### config.mk
export PLATFORM = sky130hd
export DESIGN_NAME = brbp_ram
export DESIGN_NICKNAME = d
export VERILOG_FILES = /design/src/rtl/banked_register_and_buffer_port_core_macros.svh /design/src/rtl/brbp_ram.sv
export SDC_FILE = /design/constraint.sdc
export NUM_CORES = 1
export LEC_CHECK = 0
export BUFFER_PORTS_ARGS = -buffer_cell sky130_fd_sc_hd__buf_2
export CAP_MARGIN = 20
export CORE_ASPECT_RATIO = 1.5
export CORE_UTILIZATION = 67
export DETAILED_ROUTE_END_ITERATION = 12
export PLACE_DENSITY = 0.9
export SLEW_MARGIN = 20
export SYNTH_ARGS = -nofsm -noshare
export SYNTH_HDL_FRONTEND = slang
export SYNTH_SLANG_ARGS = --single-unit
### constraint.sdc
create_clock -name clk -period 8.66 [get_ports clk]
set_input_delay 1.299 -clock clk [delete_from_list [all_inputs] [get_ports clk]]
set_output_delay 1.299 -clock clk [all_outputs]
set_load 0.02 [all_outputs]
### src/rtl/banked_register_and_buffer_port_core_macros.svh
// Assertion macros for the banked register and buffer port core.
`ifndef BANKED_REGISTER_AND_BUFFER_PORT_CORE_MACROS_SVH
`define BANKED_REGISTER_AND_BUFFER_PORT_CORE_MACROS_SVH

`ifndef ASSERT_OFF

// Condition that must hold at every clock edge out of reset.
`define BRBP_ASSERT(label, expr) \
  label: assert property (@(posedge clk) disable iff (!rst_n) (expr)) \
    else $error("brbp assertion failed");

// Condition that must hold in the cycle after a trigger.
`define BRBP_ASSERT_NEXT(label, ante, cons) \
  label: assert property (@(posedge clk) disable iff (!rst_n) (ante) |=> (cons)) \
    else $error("brbp assertion failed");

`else

`define BRBP_ASSERT(label, expr)
`define BRBP_ASSERT_NEXT(label, ante, cons)

`endif

`endif

### src/rtl/brbp_ram.sv
// Generic single-write, single-read synchronous RAM with registered read data.
module brbp_ram #(
  parameter int WIDTH = 8,
  parameter int DEPTH = 128
) (
  input  logic                     clk,
  input  logic                     wr_en,
  input  logic [$clog2(DEPTH)-1:0] wr_addr,
  input  logic [WIDTH-1:0]         wr_data,
  input  logic                     rd_en,
  input  logic [$clog2(DEPTH)-1:0] rd_addr,
  output logic [WIDTH-1:0]         rd_data
);

  logic [WIDTH-1:0] mem_r [DEPTH];
  logic [WIDTH-1:0] rd_data_r;

  always_ff @(posedge clk) begin
    if (wr_en) begin
      mem_r[wr_addr] <= wr_data;
    end
    if (rd_en) begin
      rd_data_r <= mem_r[rd_addr];
    end
  end

  assign rd_data = rd_data_r;

endmodule

Yosys cells after proc, flatten, opt, wreduce, memory -nomap -nowiden:

Memories as Yosys holds them, arrays and structs flattened. A register that Yosys moved wholly into a read port is not among the register bits.
Cells that the tools add are included.

* $add $sub $neg: 0
* multiply operators: 0
* div/mod/pow operators: 0
* $lt $le $gt $ge: 0
* eq/ne operators: 0
* shift-type cells: 0
* muxes and demuxes: 2
* bitwise operators: 0
* reduce and logical (&&, ||, !) cells: 0

Operators by type and width (number)
* 1-bit 2-to-1 mux: 2

* bits in registers: 0
* bits in latches: 0
* RAM bits: 1024
* ROM bits: 0
* input bits: 25
* memories kept: 1

Memory list
* mem_r: depth 128, bits a word 8, rd ports 1, clocked after memory_dff 1, wr ports 1, RTL line brbp_ram.sv:15 `logic [WIDTH-1:0] mem_r [DEPTH];`

Longest topological paths before layout:

* word-level depth: 2
* mapped depth: 7
* gate-level depth less buffers: 4

Worst setup path after synthesis:

No wires, ideal clock.

* kind: input port to flip-flop
* start: in rd_addr[0]
* end: reg rd_data_r[0] (netlist: rd_data[0]), read port of mem_r (data pin)
* library setup time: 260 ps
* arrival time: 3683 ps
* path slack: 4718 ps
* stages: 6
* path through: clkbuf_1 -> buf_1 -> mux4_2 -> mux4_2 -> mux4_2 -> mux2_2

RTL lines
* start: declaration: RTL line brbp_ram.sv:11 `input logic [$clog2(DEPTH)-1:0] rd_addr,`
* end: declaration: RTL line brbp_ram.sv:16 `logic [WIDTH-1:0] rd_data_r;`

==> impl_metrics.yaml <==
drt:
  final_antenna_net_count: 0
  avgViaCountPerCell: 7.52
  first_pass_iters: 7
  wl_per_cell_um: 40.0
  vias: 19100
  totalWireLength_um: 102000
  drc: 0
  drt_iter0_markers: 3110
synth:
  yosysTopAreaCellShare: 0.780
  syn_nets: 1660
  synth_most_common_cell: "edfxtp_1"
  ys_seq_area_frac: 0.780
  synth_edf_count: 1032
  avgSynthCellArea_um2: 24.3
  yosysTopAreaCell: "edfxtp_1"
  synth_cells: 1635
  ys_ff_latch: 1032
  synth_flop_cell: "edfxtp_1"
  ys_types: 16
  syn_area_um2: 39700
  yosys_warnings: 0
  ys_async_sr_fraction: 0
  netlist_top_cells_area: "edfxtp_1, mux4_2, nor2_1"
  synth_common_cells: "edfxtp_1, mux4_2, nor2_1, clkbuf_1, buf_1"
finish:
  syn_to_final_growth_pct: 9.74
  nFillCells: 2742
  fin_nets: 1724
  final_layout_size_suffix_gt1_frac: 0.301
  final_util: 0.742
  stdcell_area_um2: 43600
setup_path:
  path_cells: "buf_8, buf_4, mux4_2, mux4_2, mux4_2, mux2_2"
  crit_start: "rd_addr[0]"
  reg2regPathDepth: 4
  max_stage_delay_ns: 0.82
  required_ns: 9.07
  end_kind: "flip-flop"
  critical_path.top_delay_family: "multiplexers"
  path_depth: 6
  r2r-start: "mem_r[58][4]"
  crit_slowest_cell: "buf_4"
  worstPathArrival_ns: 4.89
  path_max_fanout: 58
  path_class: "input port to flip-flop"
  path_buf_inv: 2
  crit_path_frequent_cell: "mux4_2"
  start_kind: "input port"
placement:
  postPlaceCellArea_um2: 40800
  post-dp-hpwl_um: 56700
  dp_slack_ns: 3.51
  io_buffer_count: 32
  routabilityCongestion: 0.874
clock_network:
  clockBufferDepth: 3
  post_cts_buffers: 0
  clock_sinks: 1032
  cts_made_buffers: 86
  insertion_delay_ns: 0.67
  ctsHoldBuffers: 0
  cts_tree: "built"
  clkTransAtPathRegs_ns: 0.07
  clockRootBuffer: "clkbuf_16"
  cts_resized: 0
  htree_levels: 3
timing:
  maxSlewViolCount: 0
  tns_ns: 0
  setup_ws_ns: 4.18
  max_freq_ghz: 0.223
  period_minus_slack_ns: 4.48
  tightest_slew_ns: 1.24
  rsz0062_at_grt: "false"
  fin_worst_skew_ns: 0.0334
  setup_viol: 0
  hold_viol_final: 0
  fin_hold_ws_ns: 0.981
  max_slew_margin: 0.168
  fin_crit_sh: 0.517
hold_path:
  min_from: "wr_data[2]"
  hold_path_depth: 1
  min_path_type: "input port to flip-flop"
global_routing:
  first_global_vias: 19300
  grt_max_degree: 133
  grt_usage: 0.349
  antenna_found_initial: 5
  grt_pass1_wl_um: 144000
  grt_overflow: 0
floorplanning:
  core.rowCount: 109
  io_pins: 33
  fp.dieW_um: 201
  die-area_um2: 60300
  start_util: 0.676
  core_um2: 58800
  dieHeight_um: 300
power:
  vdd_drop_max_uv: 216
  power.density_nw_per_um2: 229
  p_leak_nw: 13.3
job:
  maxCapViolCount: 0
status:
  status: "finished, final reports clean"
## final timing paths
path | end | slack [ns]
min reg2reg | rd_data[2] | 1.25
min | mem_r[53][2] | 0.98
max reg2reg | rd_data[4] | 5.97
max | rd_data[1] | 4.18
## worst reg2reg max path: stages, from the launching register on
cell and delay (ns):
edfxtp_1 0.40, mux4_2 0.49, mux4_2 0.65, mux4_2 0.61
mux2_2 0.32
## final cells by class
class	count	area (um^2)	area share
Multi-Input combinational cell	514	8360	0.192
Timing Repair Buffer	65	523	0.0120
Clock inverter	50	483	0.0111
Sequential cell	1032	31000	0.711
Clock buffer	104	2280	0.0524
Tap cell	777	972	0.0223
Antenna cell	2	5.00	0.000115
## state kept, by name (all words and copies together), names as in the netlist
register / count
rd_data: 8
mem_r: 1024
## where the power goes
part	switching, mW	internal (mW)	leakage (nW)
Combinational	0.315	0.200	2.63
Sequential	0.0153	5.52	9.28
Clock	1.80	2.13	1.34
## metrics by stage
stage	instances	power (mW)
3_5_place_dp	2386	6.14
5_1_grt	2542	10.1
2_1_floorplan	1635	5.92
3_3_place_gp	2386	6.11
4_1_cts	2540	9.96
6_report	2544	9.97
## cells by family after synthesis
logic type,count (synthesis),share of synthesized area
flops,1032,0.780
simple gates,170,0.0175
mux,344,0.193
buf+inv,89,0.0101
## layout by cell type, fill, tap and decap left out
| cell type | instances |
|---|---|
| or3_1 | 1 |
| clkinvlp_4 | 5 |
| buf_8 | 2 |
| nand2_1 | 14 |
| diode_2 | 2 |
| nor3_1 | 8 |
| nand4_1 | 3 |
| nor2_1 | 122 |
| clkinv_8 | 2 |
| clkbuf_1 | 15 |
| mux4_2 | 336 |
| buf_12 | 3 |
| clkinv_1 | 17 |
| buf_16 | 1 |
| clkinv_2 | 13 |
| nor2b_1 | 7 |
| mux2_2 | 8 |
| nand3_1 | 12 |
| clkinv_4 | 2 |
| buf_4 | 34 |
| buf_2 | 21 |
| nor3_2 | 1 |
| clkbuf_16 | 89 |
| nand2b_1 | 2 |
| edfxtp_1 | 1032 |
| inv_6 | 3 |
| bufinv_16 | 8 |
| buf_6 | 4 |
## layer usage
metal	track usage	up-vias	share of wire
li1	-	7130	-
met1	0.442	9856	0.32
met2	0.578	1776	0.51
met3	0.0622	360	0.11
met4	0.199	6	0.065
met5	0	-	0.00033
(Power assumes the default switching activity.)
