**config.mk**
```make
export PLATFORM = sky130hd
export DESIGN_NAME = brbp_exec
export DESIGN_NICKNAME = d
export VERILOG_FILES = /design/src/rtl/banked_register_and_buffer_port_core_macros.svh /design/src/rtl/brbp_pkg.sv /design/src/rtl/brbp_exec.sv
export SDC_FILE = /design/constraint.sdc
export NUM_CORES = 1
export LEC_CHECK = 0
export ABC_AREA = 1
export BUFFER_PORTS_ARGS = -buffer_cell sky130_fd_sc_hd__buf_2
export CAP_MARGIN = 5
export CORE_UTILIZATION = 30
export CTS_CLUSTER_DIAMETER = 30
export CTS_CLUSTER_SIZE = 40
export DETAILED_ROUTE_END_ITERATION = 8
export MAX_ROUTING_LAYER = met4
export SLEW_MARGIN = 20
export SYNTH_ARGS = -nofsm -noshare
export SYNTH_HDL_FRONTEND = slang
export SYNTH_SLANG_ARGS = --single-unit
```
**constraint.sdc**
```tcl
create_clock -name clk -period 7.1 [get_ports clk]
set_input_delay 2.13 -clock clk [delete_from_list [all_inputs] [get_ports clk]]
set_output_delay 2.13 -clock clk [all_outputs]
set_load 0.005 [all_outputs]
```
**src/rtl/banked_register_and_buffer_port_core_macros.svh**
```systemverilog
// Assertion macros for the banked register and buffer port core.
`ifndef BANKED_REGISTER_AND_BUFFER_PORT_CORE_MACROS_SVH
`define BANKED_REGISTER_AND_BUFFER_PORT_CORE_MACROS_SVH

`ifndef ASSERT_OFF

// Condition that must hold at every clock edge out of reset.
`define BRBP_ASSERT(label, expr) \
  label: assert property (@(posedge clk) disable iff (!rst_n) (expr)) \
    else $error("brbp assertion failed");

// Condition that must hold in the cycle after a trigger.
`define BRBP_ASSERT_NEXT(label, ante, cons) \
  label: assert property (@(posedge clk) disable iff (!rst_n) (ante) |=> (cons)) \
    else $error("brbp assertion failed");

`else

`define BRBP_ASSERT(label, expr)
`define BRBP_ASSERT_NEXT(label, ante, cons)

`endif

`endif

```
**src/rtl/brbp_pkg.sv**
```systemverilog
// Shared types, sizes and codes for the banked register and buffer port core.
package brbp_pkg;

  // Packet memory depth; a power of two, so pointer wrap and reduction are masks.
  localparam int BUFFER_DEPTH = 8192;
  localparam int BANK_COUNT   = 4;

  localparam int PTR_W        = $clog2(BUFFER_DEPTH);
  localparam int DATA_W       = 8;
  localparam int ADDR_W       = 5;
  localparam int BANK_W       = 2;
  localparam int REG_AW       = BANK_W + ADDR_W;
  localparam int REG_DEPTH    = 1 << REG_AW;
  localparam int SHARED_COUNT = 5;
  localparam int SH_IW        = $clog2(SHARED_COUNT);

  // Register addresses with a fixed role.
  localparam logic [ADDR_W-1:0] ADDR_PTR_END = 5'h04;
  localparam logic [ADDR_W-1:0] ADDR_RP_END  = 5'h02;
  localparam logic [ADDR_W-1:0] ADDR_RXST_L  = 5'h08;
  localparam logic [ADDR_W-1:0] ADDR_RXST_H  = 5'h09;
  localparam logic [ADDR_W-1:0] ADDR_RXND_L  = 5'h0A;
  localparam logic [ADDR_W-1:0] ADDR_RXND_H  = 5'h0B;
  localparam logic [ADDR_W-1:0] ADDR_BUF     = 5'h1A;
  localparam logic [ADDR_W-1:0] FIRST_SHARED = 5'h1B;
  localparam logic [ADDR_W-1:0] ADDR_CTRL    = 5'h1F;

  typedef enum logic [2:0] {
    OP_CTRL_RD  = 3'd0,
    OP_BUF_RD   = 3'd1,
    OP_CTRL_WR  = 3'd2,
    OP_BUF_WR   = 3'd3,
    OP_BIT_SET  = 3'd4,
    OP_BIT_CLR  = 3'd5,
    OP_SOFT_RST = 3'd6,
    OP_NOP      = 3'd7
  } op_t;

  // Write port command into the bank register store.
  typedef struct packed {
    logic              en;
    logic [REG_AW-1:0] addr;
    logic [DATA_W-1:0] data;
  } bank_wr_t;

  // Write port command into packet memory.
  typedef struct packed {
    logic              en;
    logic [PTR_W-1:0]  addr;
    logic [DATA_W-1:0] data;
  } pkt_wr_t;

endpackage

```
**src/rtl/brbp_exec.sv**
```systemverilog
// Execute stage: register state, pointers and the modify/writeback of one access.
module brbp_exec (
  input  logic                          clk,
  input  logic                          rst_n,
  input  logic                          go,
  input  brbp_pkg::op_t                 op,
  input  logic [brbp_pkg::ADDR_W-1:0]   addr,
  input  logic [brbp_pkg::DATA_W-1:0]   wdata,
  input  logic [brbp_pkg::DATA_W-1:0]   bank_rd_data,
  input  logic [brbp_pkg::DATA_W-1:0]   pkt_rd_data,
  output logic [brbp_pkg::DATA_W-1:0]   result,
  output brbp_pkg::bank_wr_t            bank_wr,
  output brbp_pkg::pkt_wr_t             pkt_wr,
  output logic [brbp_pkg::BANK_W-1:0]   ctrl_bank,
  output logic [brbp_pkg::PTR_W-1:0]    read_ptr
);

  logic [brbp_pkg::DATA_W-1:0]    shared_r   [brbp_pkg::SHARED_COUNT];
  logic [brbp_pkg::DATA_W-1:0]    shared_nxt [brbp_pkg::SHARED_COUNT];
  logic [brbp_pkg::PTR_W-1:0]     read_ptr_r, read_ptr_nxt;
  logic [brbp_pkg::PTR_W-1:0]     write_ptr_r, write_ptr_nxt;
  logic [15:0]                    rx_start_r, rx_start_nxt;
  logic [15:0]                    rx_end_r, rx_end_nxt;
  logic [brbp_pkg::REG_DEPTH-1:0] valid_r, valid_nxt;

  logic                        is_shared, bank_ok, is_ptr, is_rp;
  logic [brbp_pkg::SH_IW-1:0]  sidx;
  logic [brbp_pkg::REG_AW-1:0] mem_idx;
  logic [15:0]                 ptr_sel, new_ptr16;
  logic [brbp_pkg::DATA_W-1:0] ptr_byte, bank_byte, reg_rd, wr_val;
  logic                        reg_we, bank_we, pkt_we, clear;

  function automatic logic [brbp_pkg::PTR_W-1:0] ptr_inc(
    input logic [brbp_pkg::PTR_W-1:0] p
  );
    if (p == brbp_pkg::PTR_W'(brbp_pkg::BUFFER_DEPTH - 1)) begin
      return '0;
    end
    return p + 1'b1;
  endfunction

  // Address decode
  assign ctrl_bank = shared_r[brbp_pkg::SHARED_COUNT-1][brbp_pkg::BANK_W-1:0];
  assign is_shared = (addr >= brbp_pkg::FIRST_SHARED);
  assign sidx      = brbp_pkg::SH_IW'(addr - brbp_pkg::FIRST_SHARED);
  assign bank_ok   = (int'(ctrl_bank) < brbp_pkg::BANK_COUNT);
  assign is_ptr    = (ctrl_bank == '0) && (addr < brbp_pkg::ADDR_PTR_END);
  assign is_rp     = (addr < brbp_pkg::ADDR_RP_END);
  assign mem_idx   = {ctrl_bank, addr};

  // Register read path; a bank entry not written since reset reads as zero
  assign ptr_sel   = is_rp ? 16'(read_ptr_r) : 16'(write_ptr_r);
  assign ptr_byte  = addr[0] ? ptr_sel[15:8] : ptr_sel[7:0];
  assign bank_byte = valid_r[mem_idx] ? bank_rd_data : '0;

  always_comb begin
    if (is_shared) begin
      reg_rd = shared_r[sidx];
    end else if (!bank_ok) begin
      reg_rd = '0;
    end else if (is_ptr) begin
      reg_rd = ptr_byte;
    end else begin
      reg_rd = bank_byte;
    end
  end

  // Modified write value and the pointer it assembles
  always_comb begin
    case (op)
      brbp_pkg::OP_BIT_SET: wr_val = reg_rd | wdata;
      brbp_pkg::OP_BIT_CLR: wr_val = reg_rd & ~wdata;
      default:              wr_val = wdata;
    endcase
  end

  assign new_ptr16 = addr[0] ? {wr_val, ptr_sel[7:0]} : {ptr_sel[15:8], wr_val};

  // Next state of one access
  always_comb begin
    shared_nxt    = shared_r;
    read_ptr_nxt  = read_ptr_r;
    write_ptr_nxt = write_ptr_r;
    rx_start_nxt  = rx_start_r;
    rx_end_nxt    = rx_end_r;
    valid_nxt     = valid_r;
    result        = '0;
    reg_we        = 1'b0;
    bank_we       = 1'b0;
    pkt_we        = 1'b0;
    clear         = 1'b0;

    case (op)
      brbp_pkg::OP_CTRL_RD: begin
        result = reg_rd;
      end
      brbp_pkg::OP_BUF_RD: begin
        if (addr == brbp_pkg::ADDR_BUF) begin
          result = pkt_rd_data;
          // receive ring: jump from the end back to the start
          if (16'(read_ptr_r) == rx_end_r) begin
            read_ptr_nxt = rx_start_r[brbp_pkg::PTR_W-1:0];
          end else begin
            read_ptr_nxt = ptr_inc(read_ptr_r);
          end
        end
      end
      brbp_pkg::OP_CTRL_WR, brbp_pkg::OP_BIT_SET, brbp_pkg::OP_BIT_CLR: begin
        reg_we = 1'b1;
      end
      brbp_pkg::OP_BUF_WR: begin
        if (addr == brbp_pkg::ADDR_BUF) begin
          pkt_we        = 1'b1;
          write_ptr_nxt = ptr_inc(write_ptr_r);
        end
      end
      brbp_pkg::OP_SOFT_RST: begin
        if (addr == brbp_pkg::ADDR_CTRL) begin
          clear = 1'b1;
        end
      end
      default: begin
      end
    endcase

    // Register writeback: shared, pointer bytes or the bank store
    if (reg_we) begin
      if (is_shared) begin
        shared_nxt[sidx] = wr_val;
      end else if (bank_ok) begin
        if (is_ptr) begin
          if (is_rp) begin
            read_ptr_nxt = new_ptr16[brbp_pkg::PTR_W-1:0];
          end else begin
            write_ptr_nxt = new_ptr16[brbp_pkg::PTR_W-1:0];
          end
        end else begin
          bank_we            = 1'b1;
          valid_nxt[mem_idx] = 1'b1;
          // copies of receive start and end for the buffer read path
          if (ctrl_bank == '0) begin
            case (addr)
              brbp_pkg::ADDR_RXST_L: rx_start_nxt[7:0]  = wr_val;
              brbp_pkg::ADDR_RXST_H: rx_start_nxt[15:8] = wr_val;
              brbp_pkg::ADDR_RXND_L: rx_end_nxt[7:0]    = wr_val;
              brbp_pkg::ADDR_RXND_H: rx_end_nxt[15:8]   = wr_val;
              default: begin
              end
            endcase
          end
        end
      end
    end
  end

  // Memory write commands, committed only on the execute beat
  assign bank_wr.en   = go && bank_we;
  assign bank_wr.addr = mem_idx;
  assign bank_wr.data = wr_val;
  assign pkt_wr.en    = go && pkt_we;
  assign pkt_wr.addr  = write_ptr_r;
  assign pkt_wr.data  = wdata;

  assign read_ptr = read_ptr_r;

  // State registers; hard and soft reset clear everything but packet memory
  always_ff @(posedge clk) begin
    if (!rst_n || (go && clear)) begin
      for (int i = 0; i < brbp_pkg::SHARED_COUNT; i++) begin
        shared_r[i] <= '0;
      end
      read_ptr_r  <= '0;
      write_ptr_r <= '0;
      rx_start_r  <= '0;
      rx_end_r    <= '0;
      valid_r     <= '0;
    end else if (go) begin
      shared_r    <= shared_nxt;
      read_ptr_r  <= read_ptr_nxt;
      write_ptr_r <= write_ptr_nxt;
      rx_start_r  <= rx_start_nxt;
      rx_end_r    <= rx_end_nxt;
      valid_r     <= valid_nxt;
    end
  end

endmodule

```
# Word level (Yosys, flattened, before mapping)
# Index checks and enable logic that the tools add are counted.
[word_totals]
elab_cells = 112
regBits = 223
input_bits = 35
out_inout_bits = 61
[op_classes]
n_reduce_logical = 17
eq_ne = 15
n_addsub = 3
magnitude_cmp = 7
n_mux = 51
n_bitwise = 7
[op_table]
columns = ["operator", "n"]
rows = [
  ["$mux W13", 19],
  ["$or A128 B128 Y128", 1],
  ["$mux W8", 8],
  ["$bwmux W40", 1],
  ["$pmux W8 S2", 2],
  ["$add A13 B1 Y13 const B", 2],
  ["$eq A13 B13 Y1 const B", 2],
  ["$bmux W8 S3", 1],
  ["$demux W8 S3", 1],
  ["$reduce_and A6 Y1", 4],
  ["$eq A5 B4 Y1 const B", 4],
  ["$mux W1", 17],
  ["$eq A13 B16 Y1", 1],
  ["$eq A5 B5 Y1 const B", 2],
  ["$eq A3 B3 Y1 const B", 3],
  ["$and A8 B8 Y8", 1],
  ["$lt A7 B8 Y1 const B", 1],
  ["$not A8 Y8", 1],
  ["$or A8 B8 Y8", 1],
  ["$bmux W1 S7", 1],
  ["$demux W1 S7", 1],
  ["$ge A7 B1 Y1 const B", 1],
  ["$eq A3 B2 Y1 const B", 2],
  ["$logic_and A1 B1 Y1", 6],
  ["other kinds (16)", 17],
]

# Logic depth before layout (Yosys ltp)
# Gate-level depths: netlist of run 1.
[logic_depth]
depth_word = 13
ltp_mapped = 21
depth_no_buf = 18

# Least setup slack after synthesis of run 1
# OpenSTA, ideal clock, no wires.
[synth_timing]
kind = "in2out"
from = "input addr[0] in the netlist's numbering"
to = "output bank_wr[4] in the netlist's numbering"
path_slack_ns = 0.409
path_buffers = 6
required_time_ns = 4.970
arrival_ns = 4.561
cell_stages = 14
cell_sequence = "buf_4 inv_2 buf_6 buf_6 buf_2 buf_2 ha_1 nor2_1 nand2_1 nor2_1 o41ai_1 nand3_1 nand2_2 buf_6"
[synth_lines]
columns = ["item", "line", "rtl"]
rows = [
  ["start, declared", "brbp_exec.sv:7", "input logic [brbp_pkg::ADDR_W-1:0] addr,"],
  ["end, declared", "brbp_exec.sv:12", "output brbp_pkg::bank_wr_t bank_wr,"],
]

# Worst setup path after layout of run 1
[layout_timing]
from = "input addr[2] in the netlist's numbering"
to = "output result[4] in the netlist's numbering"
[layout_via]
elab_chain_len = 7
elab_cells_between_ends = 19
cone_classes = "1 x add/sub; 3 x order compare; 1 x eq/ne; 12 x mux; 1 x bitwise; 1 x reduce/logical"
[layout_lines]
columns = ["item", "line", "rtl"]
rows = [
  ["branches (longest 6 deep; another with $mux W8)", "n/a", ""],
  ["$pmux W8 S2 *", "brbp_exec.sv:93", "case (op)"],
  ["end, declared", "brbp_exec.sv:11", "output logic [brbp_pkg::DATA_W-1:0] result,"],
]
# Every way passes the cells marked *. The select of a mux whose other input is x is not followed.

==> out/qor.csv, run 1 <==
stage,metric,value,unit
status,status,completed,
final_layout,register area,4464,um^2
global_route,gr usage total,0.1976,
min_path,startpoint of the worst hold path,valid_r[30]$_SDFFE_PP0P_,
timing,minimum clock period,6.698,ns
clock_tree,Worst-Skew Late Latency,0.58,ns
timing,Slew headroom,0.2663,
logic_synthesis,warning count from the yosys run,0,
logic_synthesis,number of synthesized flops with an enable pin,0,
place,GP Congestion,0.9313,
run,max_cap viols,0,
routing,drt first pass iters,7,
worst_setup_path,FF-to-FF End,rx_start_r[3]$_SDFFE_PP0P_,
final_layout,Diodes inserted,0,
final_layout,Syn-to-layout area delta,24.15,%
timing,Slew @ Worst Pin,1.095,ns
clock_tree,Max clock buf depth,3,
logic_synthesis,complex-gate fraction of the synthesized area,0.1913,
clock_tree,CTS tree,done,
clock_tree,clk slew on worst S/H paths,0.04,ns
logic_synthesis,Syn Inst Count,1831,
clock_tree,Clock Tree Root,clkbuf_16,
logic_synthesis,Synthesized Nets,1872,
clock_tree,cts hold-fix bufs,0,
timing,setup TNS,0,ns
final_layout,footprint of the multi-input gates,5682,um^2
clock_tree,clock sinks,223,
timing,Final period util,0.9434,
final_layout,Final Cell Area,14830,um^2
worst_setup_path,Worst EP required,4.97,ns
clock_tree,number of post-CTS setup repair buffers,0,
global_route,vias in the first global route,10910,
timing,final number of hold-violating endpoints,0,
routing,DR iter-0 viols,1129,
global_route,first-pass GRT wire length,61.76,mm
worst_setup_path,CP endpoint kind,output pin,
min_path,hold path depth,2,
timing,fmax,149.3,MHz
routing,DRC,0,
worst_setup_path,R2R cell count,12,
global_route,gr ovfl total,0,
floorplanning,Starting Density,0.3070,
timing,RSZ-0062 raised after global routing,false,
logic_synthesis,Synth cell types,46,
logic_synthesis,mux cell area share after synthesis,0.0008379,
floorplanning,area of the die,40620,um^2
global_route,largest net degree at the start of global routing,110,
place,HPWL after DPL,26.77,mm
worst_setup_path,CP arrival,4.57,ns
timing,Clock Skew,0.02484,ns
clock_tree,CTS buffer count,55,
worst_setup_path,crit-path max FO,27,
floorplanning,die extent in y,201.6,um
timing,Slew Limit Fails,0,
logic_synthesis,Most used DFF post-synth,dfxtp_1,
min_path,Hold Crit Endpoint,valid_r[30]$_SDFFE_PP0P_,
timing,Hold Slack,0.4287,ns
routing,post-DR wirelength/cell,15.88,um
logic_synthesis,register area share after synthesis,0.3737,
logic_synthesis,Post-synth ARST share,0,
place,port buffer count,95,
final_layout,fin util,0.3811,
final_layout,fin nets,1956,
worst_setup_path,reg2reg setup slack,3.94,ns
min_path,Worst Hold Class,flip-flop to flip-flop,
floorplanning,Die X-Extent,201.6,um
final_layout,Layout fillers,4157,
floorplanning,Cell Rows,72,
worst_setup_path,crit path kind,input port to output pin,
routing,vias post-DR,12030,
place,Post-DP Area,12800,um^2
final_layout,share of cells above drive strength 1,0.1418,
routing,Via density,4.856,
floorplanning,Top Ports,96,
logic_synthesis,combinational family with the most area after synthesis,simple AND/OR/NAND/NOR gates,
floorplanning,Core Footprint,38920,um^2
logic_synthesis,syn_area_per_cell,6.525,um^2
power,"IR drop worst, VDD",0.1752,mV
power,Leak Pwr,6.410,nW
global_route,antenna violations before repair,1,
routing,Antenna Nets Post-Route,0,
worst_setup_path,Worst R2R Start,bank_wr[13]$_SDFFE_PP0P_,
logic_synthesis,Synth Area in XOR/XNOR,0.01246,
logic_synthesis,Adder-Cell Fraction of Synth Area,0.006284,
routing,total wire length,39.36,mm
worst_setup_path,CP startpoint kind,input port,
power,Power per Cell Area,286.0,nW/um^2
logic_synthesis,post-synthesis simple-gate area fraction,0.2632,
clock_tree,H-tree depth,2,
timing,# setup viols final,0,
logic_synthesis,Mapped Area,11950,um^2
power,"Power, Total",4.242,mW
logic_synthesis,synthesized flop and latch total,223,
clock_tree,Resized cells post-CTS,0,
-- final cells by class --
| type | count | area share |
|---|---|---|
| Inverter | 336 | 0.08520 |
| Sequential cell | 223 | 0.3010 |
| Clock buffer | 71 | 0.1029 |
| Tap cell | 518 | 0.04370 |
| Clock inverter | 31 | 0.03358 |
| Timing Repair Buffer | 129 | 0.05053 |
| Multi-Input combinational cell | 1170 | 0.3831 |
-- cells by family (layout without fill, tap and decap cells) --
group                    Yosys count  in the layout
XOR/XNOR                          17             17
AND/OR/NAND/NOR                  719            719
buffers and inverters            438            567
AO/OA/AOI/OAI                    427            427
multiplexers                       1              1
adder cells (fa/ha/maj)            6              6
flip-flops                       223            223
-- metal layers --
layer,wire length [um],GRT usage,vias up
li1,-,-,5989
met1,18290,0.2709,5553
met2,17030,0.2869,418
met3,2931,0.03758,73
met4,1105,0.07089,0
met5,0,-,-
-- state kept, by name, indices dropped and copies added (netlist names) --
register / flops
read_ptr: 13
write_ptr_r: 13
rx_end_r: 16
shared_r: 38
rx_start_r: 13
valid_r: 128
bank_wr: 2
-- synthesized netlist by cell type (all sizes together) (3+ instances only) --
cell	instances	area, um^2
a21oi	247	1247
nor2	124	543.0
nand3	118	635.6
nand2	441	1690
o22ai	15	93.84
o41ai	3	33.79
nor4	3	33.78
nor3	20	130.1
o31ai	3	22.52
nand4	12	105.1
xor2	8	70.07
a32o	8	80.08
ha	6	75.07
xnor2	9	78.83
dfxtp	223	4464
inv	334	1256
o221ai	3	26.28
buf	66	419.2
clkbuf	36	135.1
o211ai	9	67.56
o21ai	133	665.6
-- where the power goes --
part | internal, mW | total [mW] | switching (mW) | leakage (nW)
logic | 0.0731 | 0.272 | 0.199 | 3.64
registers | 1.26 | 1.26 | 0.00381 | 1.80
clock network | 1.91 | 2.71 | 0.796 | 0.977
total | 3.24 | 4.24 | 0.999 | 6.41
-- cell usage in the layout, fill, tap and decap left out, drive strengths merged, types with 5 or more instances in the layout --
cell and n:
a21oi 247, a32o 8, buf 129, bufinv 11, clkbuf 71, clkinv 11
clkinvlp 5, dfxtp 223, ha 6, inv 340, nand2 441, nand3 118
nand4 12, nor2 124, nor3 20, o211ai 9, o21ai 133, o22ai 15
xnor2 9, xor2 8
-- metrics by stage --
step | setup WS, ns | instances
3_3_place_gp | 0.4734 | 2376
2_1_floorplan | 0.4092 | 1831
6_report | 0.4019 | 2478
4_1_cts | 0.4454 | 2478
5_1_grt | 0.2032 | 2478
3_5_place_dp | 0.4586 | 2376
-- critical path: stages --
cell and delay, ns:
buf_2 0.21, nor2_4 0.45, inv_2 0.17, nor2_4 0.47
o21ai_0 0.26, a22oi_1 0.33, nand3_1 0.16, a32o_1 0.24
buf_2 0.12
-- worst max path at each step --
stage | start | to | slack, ns
2_1_floorplan | addr[0] | bank_wr[4] | 0.41
3_3_place_gp | addr[2] | result[4] | 0.47
3_5_place_dp | addr[2] | result[4] | 0.46
4_1_cts | addr[2] | result[4] | 0.45
5_1_grt | addr[2] | result[4] | 0.20
6_report | addr[2] | result[4] | 0.40
No activity file was read; power rests on OpenSTA's default activity.
==> run 2, diff against run 1 <==
--- a/config.mk
+++ b/config.mk
@@ -12,6 +12,7 @@
 export CTS_CLUSTER_DIAMETER = 30
 export CTS_CLUSTER_SIZE = 40
 export DETAILED_ROUTE_END_ITERATION = 8
+export GPL_ROUTABILITY_DRIVEN = 0
 export MAX_ROUTING_LAYER = met4
 export SLEW_MARGIN = 20
 export SYNTH_ARGS = -nofsm -noshare
==> constraint.sdc (replaced) <==
create_clock -name clk -period 7.1 [get_ports clk]
set_input_delay 2.13 -clock clk [delete_from_list [all_inputs] [get_ports clk]]
set_output_delay 2.13 -clock clk [all_outputs]
set_load 0.02 [all_outputs]
==> out/qor.csv, run 2 (same netlist as run 1, synthesis figures left out) <==
stage,metric,value,unit
status,status,completed,
clock_tree,CTS buffer count,53,
global_route,antenna violations before repair,0,
power,P_sw,995.8,uW
power,Power per Cell Area,289.2,nW/um^2
timing,minimum clock period,6.798,ns
power,Flop pwr share,0.294,
clock_tree,number of post-CTS setup repair buffers,0,
place,Post-DP Area,12810,um^2
global_route,first-pass GRT wire length,60.66,mm
clock_tree,Resized cells post-CTS,0,
final_layout,Top Registers,"valid_r: 128 flops, shared_r: 38 flops, rx_end_r: 16 flops",
min_path,Hold Crit Endpoint,valid_r[31]$_SDFFE_PP0P_,
place,port buffer count,95,
clock_tree,clock sinks,223,
power,"IR drop worst, VDD",0.1596,mV
routing,DRC,0,
floorplanning,Die X-Extent,201.6,um
power,Int Power,3.298,mW
power,Leak Pwr,6.413,nW
clock_tree,H-tree depth,2,
final_layout,"commonest cells after routing, fill and taps aside","431 x nand2_1, 322 x inv_1, 246 x a21oi_1",
timing,fmax,147.1,MHz
power,Clk pwr share,0.640,
floorplanning,Core Footprint,38920,um^2
routing,Via density,4.865,
worst_setup_path,CP arrival,4.67,ns
final_layout,fin util,0.3815,
routing,Antenna Nets Post-Route,0,
floorplanning,die extent in y,201.6,um
floorplanning,Cell Rows,72,
clock_tree,Clock Tree Root,clkbuf_16,
final_layout,Top reg by flops,valid_r,
timing,Slew @ Worst Pin,1.074,ns
worst_setup_path,Worst EP required,4.97,ns
global_route,gr ovfl total,0,
routing,total wire length,38.45,mm
final_layout,Layout fillers,4115,
global_route,gr usage total,0.1911,
routing,vias post-DR,12060,
routing,drt first pass iters,5,
timing,Hold Slack,0.4306,ns
final_layout,Largest register FFs,128,
worst_setup_path,crit-path max FO,39,
timing,final number of hold-violating endpoints,0,
timing,# setup viols final,0,
place,Cells after DPL,2378,
worst_setup_path,Worst R2R Start,bank_wr[13]$_SDFFE_PP0P_,
worst_setup_path,FF-to-FF End,valid_r[34]$_SDFFE_PP0P_,
floorplanning,Starting Density,0.3070,
timing,setup TNS,0,ns
clock_tree,CTS tree,done,
clock_tree,Worst-Skew Late Latency,0.56,ns
clock_tree,clk slew on worst S/H paths,0.04,ns
global_route,largest net degree at the start of global routing,102,
final_layout,Syn-to-layout area delta,24.27,%
timing,Clock Skew,0.01514,ns
final_layout,Diodes inserted,0,
final_layout,"commonest non-fill, non-tap cell in the layout",nand2_1,
worst_setup_path,crit path kind,input port to output pin,
timing,Slew Limit Fails,0,
final_layout,Final Cell Area,14850,um^2
routing,post-DR wirelength/cell,15.52,um
clock_tree,Max clock buf depth,3,
clock_tree,cts hold-fix bufs,0,
timing,RSZ-0062 raised after global routing,false,
power,Switching Share,0.2319,
power,logic gate share of total power,0.066,
final_layout,share of cells above drive strength 1,0.1429,
floorplanning,area of the die,40620,um^2
final_layout,fin nets,1956,
final_layout,non-filler cells in the finished layout,2478,
timing,Final period util,0.9574,
timing,Slew headroom,0.2798,
run,max_cap viols,0,
routing,DR iter-0 viols,1202,
worst_setup_path,reg2reg setup slack,3.87,ns
min_path,hold path depth,2,
min_path,startpoint of the worst hold path,valid_r[31]$_SDFFE_PP0P_,
worst_setup_path,CP startpoint kind,input port,
min_path,Worst Hold Class,flip-flop to flip-flop,
worst_setup_path,Critical Path Source,addr[0],
worst_setup_path,R2R cell count,12,
floorplanning,Top Ports,96,
global_route,vias in the first global route,10960,
place,HPWL after DPL,26.20,mm
worst_setup_path,CP endpoint kind,output pin,
run 2: changes by cell type in the layout (fill, tap and decap cells not counted), sizes merged:
cell | previous run | this run
clkbuf | 71 | 63
bufinv | 11 | 15
clkinv | 11 | 14
inv | 340 | 337
buf | 129 | 131
clkinvlp | 5 | 7
run 2: worst max-delay path, cell delays in order:
cell and delay, ns:
buf_4 0.15, inv_2 0.07, buf_4 0.48, ha_1 0.24, nand3_1 0.11, nor2_2 0.09
buf_4 0.17, nand2_1 0.40, inv_1 0.42, a32o_1 0.22, buf_2 0.18
run 2: worst max path at each step:
stage	end	slack, ns	cells past startpoint
3_5_place_dp	result[6]	0.37	11
5_1_grt	result[6]	0.19	16
2_1_floorplan	bank_wr[6]	0.37	13
3_3_place_gp	result[6]	0.38	11
6_report	result[6]	0.30	11
4_1_cts	result[6]	0.36	11
run 2: through the flow:
step	worst slack (ns)	power (mW)
floorplan	0.3730	1.470
global placement	0.3784	1.564
detailed placement	0.3689	1.565
CTS	0.3640	4.320
global route	0.1864	4.415
finish	0.3023	4.294
run 2: power groups by stage:
stage	logic (mW)	clock network [mW]	registers [mW]
after global placement	0.277	0	1.29
after CTS	0.280	2.78	1.26
after floorplan	0.183	0	1.29
after detailed placement	0.278	0	1.29
after global routing	0.305	2.85	1.26
final	0.283	2.75	1.26
run 2: routing by layer:
metal / global-route usage / share of wire
met3: 0.03855 / 0.084
met2: 0.2897 / 0.44
met1: 0.2559 / 0.45
met4: 0.05438 / 0.021
met5: - / 0
run 2: final cells by class:
cell class                      instances  area [um^2]  share of cell area
Clock buffer                           63         1414             0.09524
Clock inverter                         37        619.3             0.04172
Inverter                              336         1264             0.08512
Multi-Input combinational cell       1170         5675              0.3823
Sequential cell                       223         4464              0.3007
Tap cell                              518        648.1             0.04366
Timing Repair Buffer                  131        760.7             0.05124
==> run 3, diff against run 2 <==
--- a/config.mk
+++ b/config.mk
@@ -14,7 +14,7 @@
 export DETAILED_ROUTE_END_ITERATION = 8
 export GPL_ROUTABILITY_DRIVEN = 0
 export MAX_ROUTING_LAYER = met4
-export SLEW_MARGIN = 20
+export PLACE_DENSITY = 0.44
 export SYNTH_ARGS = -nofsm -noshare
 export SYNTH_HDL_FRONTEND = slang
 export SYNTH_SLANG_ARGS = --single-unit
==> out/qor.csv, run 3 (same netlist as run 1, synthesis figures left out) <==
stage,metric,value,unit
status,status,completed,
routing,drt first pass iters,5,
power,Flop pwr share,0.274,
power,logic gate share of total power,0.062,
global_route,gr usage total,0.2122,
floorplanning,die extent in y,201.6,um
place,HPWL after DPL,27.97,mm
final_layout,Top reg by flops,valid_r,
timing,Slew Limit Fails,0,
worst_setup_path,Worst R2R Start,bank_wr[13]$_SDFFE_PP0P_,
worst_setup_path,Max stage delay on crit path,0.52,ns
timing,final number of hold-violating endpoints,0,
floorplanning,area of the die,40620,um^2
routing,Via density,4.795,
clock_tree,clk slew on worst S/H paths,0.04,ns
routing,DRC,0,
clock_tree,Resized cells post-CTS,0,
worst_setup_path,most frequent CP cell,nand2_1,
final_layout,Syn-to-layout area delta,26.97,%
worst_setup_path,"Buf+Inv Stages, Crit Path",4,
power,Leak Pwr,6.599,nW
global_route,gr ovfl total,0,
global_route,antenna violations before repair,2,
routing,Antenna Nets Post-Route,0,
timing,setup ws final,0.3824,ns
final_layout,Largest register FFs,128,
clock_tree,cts hold-fix bufs,0,
worst_setup_path,worst path cell trace,buf_4 -> clkinv_2 -> buf_4 -> nand2_1 -> nand3_1 -> nand2_1 -> o21ai_0 -> nand2_1 -> nor2_1 -> nor2_1 -> nor2_1 -> nand2_2 -> nand2_1 -> nand3_1 -> a32o_1 -> buf_2,
worst_setup_path,end of the critical path,result[4],
worst_setup_path,CP startpoint kind,input port,
timing,fmax,148.9,MHz
timing,Clock Skew,0.02971,ns
worst_setup_path,crit path kind,input port to output pin,
final_layout,Final Cell Area,15170,um^2
clock_tree,Worst-Skew Late Latency,0.56,ns
global_route,vias in the first global route,10990,
floorplanning,Core Footprint,38920,um^2
timing,Final period util,0.9461,
min_path,Worst Hold Class,flip-flop to flip-flop,
routing,post-DR wirelength/cell,16.85,um
routing,DR iter-0 viols,883,
timing,setup TNS,0,ns
timing,Hold Slack,0.4227,ns
worst_setup_path,FF-to-FF End,valid_r[47]$_SDFFE_PP0P_,
timing,Slew @ Worst Pin,1.168,ns
power,Clk pwr share,0.664,
clock_tree,clock sinks,223,
run,max_cap viols,0,
worst_setup_path,Worst EP required,4.97,ns
floorplanning,Die X-Extent,201.6,um
power,Power per Cell Area,305.3,nW/um^2
power,Int Power,3.555,mW
worst_setup_path,"delay-heaviest family, CP",simple AND/OR/NAND/NOR gates,
worst_setup_path,crit-path max FO,46,
worst_setup_path,CP arrival,4.59,ns
clock_tree,number of post-CTS setup repair buffers,0,
power,"IR drop worst, VDD",0.1551,mV
clock_tree,H-tree depth,3,
timing,# setup viols final,0,
final_layout,fin nets,1971,
worst_setup_path,R2R cell count,11,
global_route,largest net degree at the start of global routing,135,
timing,RSZ-0062 raised after global routing,false,
clock_tree,Clock Tree Root,clkbuf_16,
final_layout,"commonest non-fill, non-tap cell in the layout",nand2_1,
floorplanning,Top Ports,96,
final_layout,Top Registers,"valid_r: 128 flops, shared_r: 38 flops, rx_end_r: 16 flops",
final_layout,share of cells above drive strength 1,0.1465,
worst_setup_path,Critical Path Source,addr[0],
place,"worst slack, placed",0.3409,ns
final_layout,"commonest cells after routing, fill and taps aside","431 x nand2_1, 322 x inv_1, 246 x a21oi_1",
worst_setup_path,CP Depth,16,
timing,minimum clock period,6.718,ns
routing,total wire length,42.10,mm
place,port buffer count,95,
power,Switching Share,0.2321,
floorplanning,Starting Density,0.3070,
clock_tree,CTS tree,done,
worst_setup_path,"slowest stage cell, crit path",buf_4,
power,P_sw,1.075,mW
place,Post-DP Area,12820,um^2
global_route,first-pass GRT wire length,64.73,mm
timing,Slew headroom,0.2171,
worst_setup_path,reg2reg setup slack,4.01,ns
clock_tree,Max clock buf depth,3,
floorplanning,Cell Rows,72,
routing,vias post-DR,11980,
clock_tree,CTS buffer count,71,
worst_setup_path,CP endpoint kind,output pin,
## run 3: final cells by class
type	instances	area (um^2)
fill	4210	23750
multi-input combinational	1170	5675
sequential	223	4464
clock buffer	95	1989
inverter	336	1265
timing repair buffer	128	763.2
tap	518	648.1
clock inverter	27	357.8
antenna	2	5.005
## run 3: worst min path at each step
stage,startpoint,to,cells past startpoint
floorplan,valid_r[30]$_SDFFE_PP0P_,valid_r[30]$_SDFFE_PP0P_,2
global placement,valid_r[30]$_SDFFE_PP0P_,valid_r[30]$_SDFFE_PP0P_,2
detailed placement,valid_r[30]$_SDFFE_PP0P_,valid_r[30]$_SDFFE_PP0P_,2
CTS,valid_r[30]$_SDFFE_PP0P_,valid_r[30]$_SDFFE_PP0P_,2
global route,valid_r[59]$_SDFFE_PP0P_,valid_r[59]$_SDFFE_PP0P_,2
finish,valid_r[30]$_SDFFE_PP0P_,valid_r[30]$_SDFFE_PP0P_,2
## run 3: power groups by stage
stage	clock network, mW	logic [mW]	registers (mW)
2_1_floorplan	0	0.183	1.29
3_3_place_gp	0	0.289	1.29
3_5_place_dp	0	0.289	1.29
4_1_cts	3.13	0.290	1.27
5_1_grt	3.21	0.315	1.27
6_report	3.08	0.289	1.27
## run 3: stage by stage
stage / utilization / cells / total power, mW
floorplan: - / 1831 / 1.470
global placement: 0.3293 / 2375 / 1.576
detailed placement: 0.3293 / 2375 / 1.576
CTS: 0.3896 / 2497 / 4.689
global route: 0.3898 / 2499 / 4.788
finish: 0.3898 / 2499 / 4.630
## run 3: per-layer routing
layer	share of wire	vias to the layer above	global-route usage
li1	-	6018	-
met1	0.47	5564	0.2808
met2	0.44	324	0.3128
met3	0.067	77	0.05685
met4	0.023	0	0.06494
met5	0	-	-
## run 3: tightest hold or removal path: stages, from the launching register on
cell and delay, ns:
dfxtp_1 0.30, inv_1 0.05, nor2_1 0.03
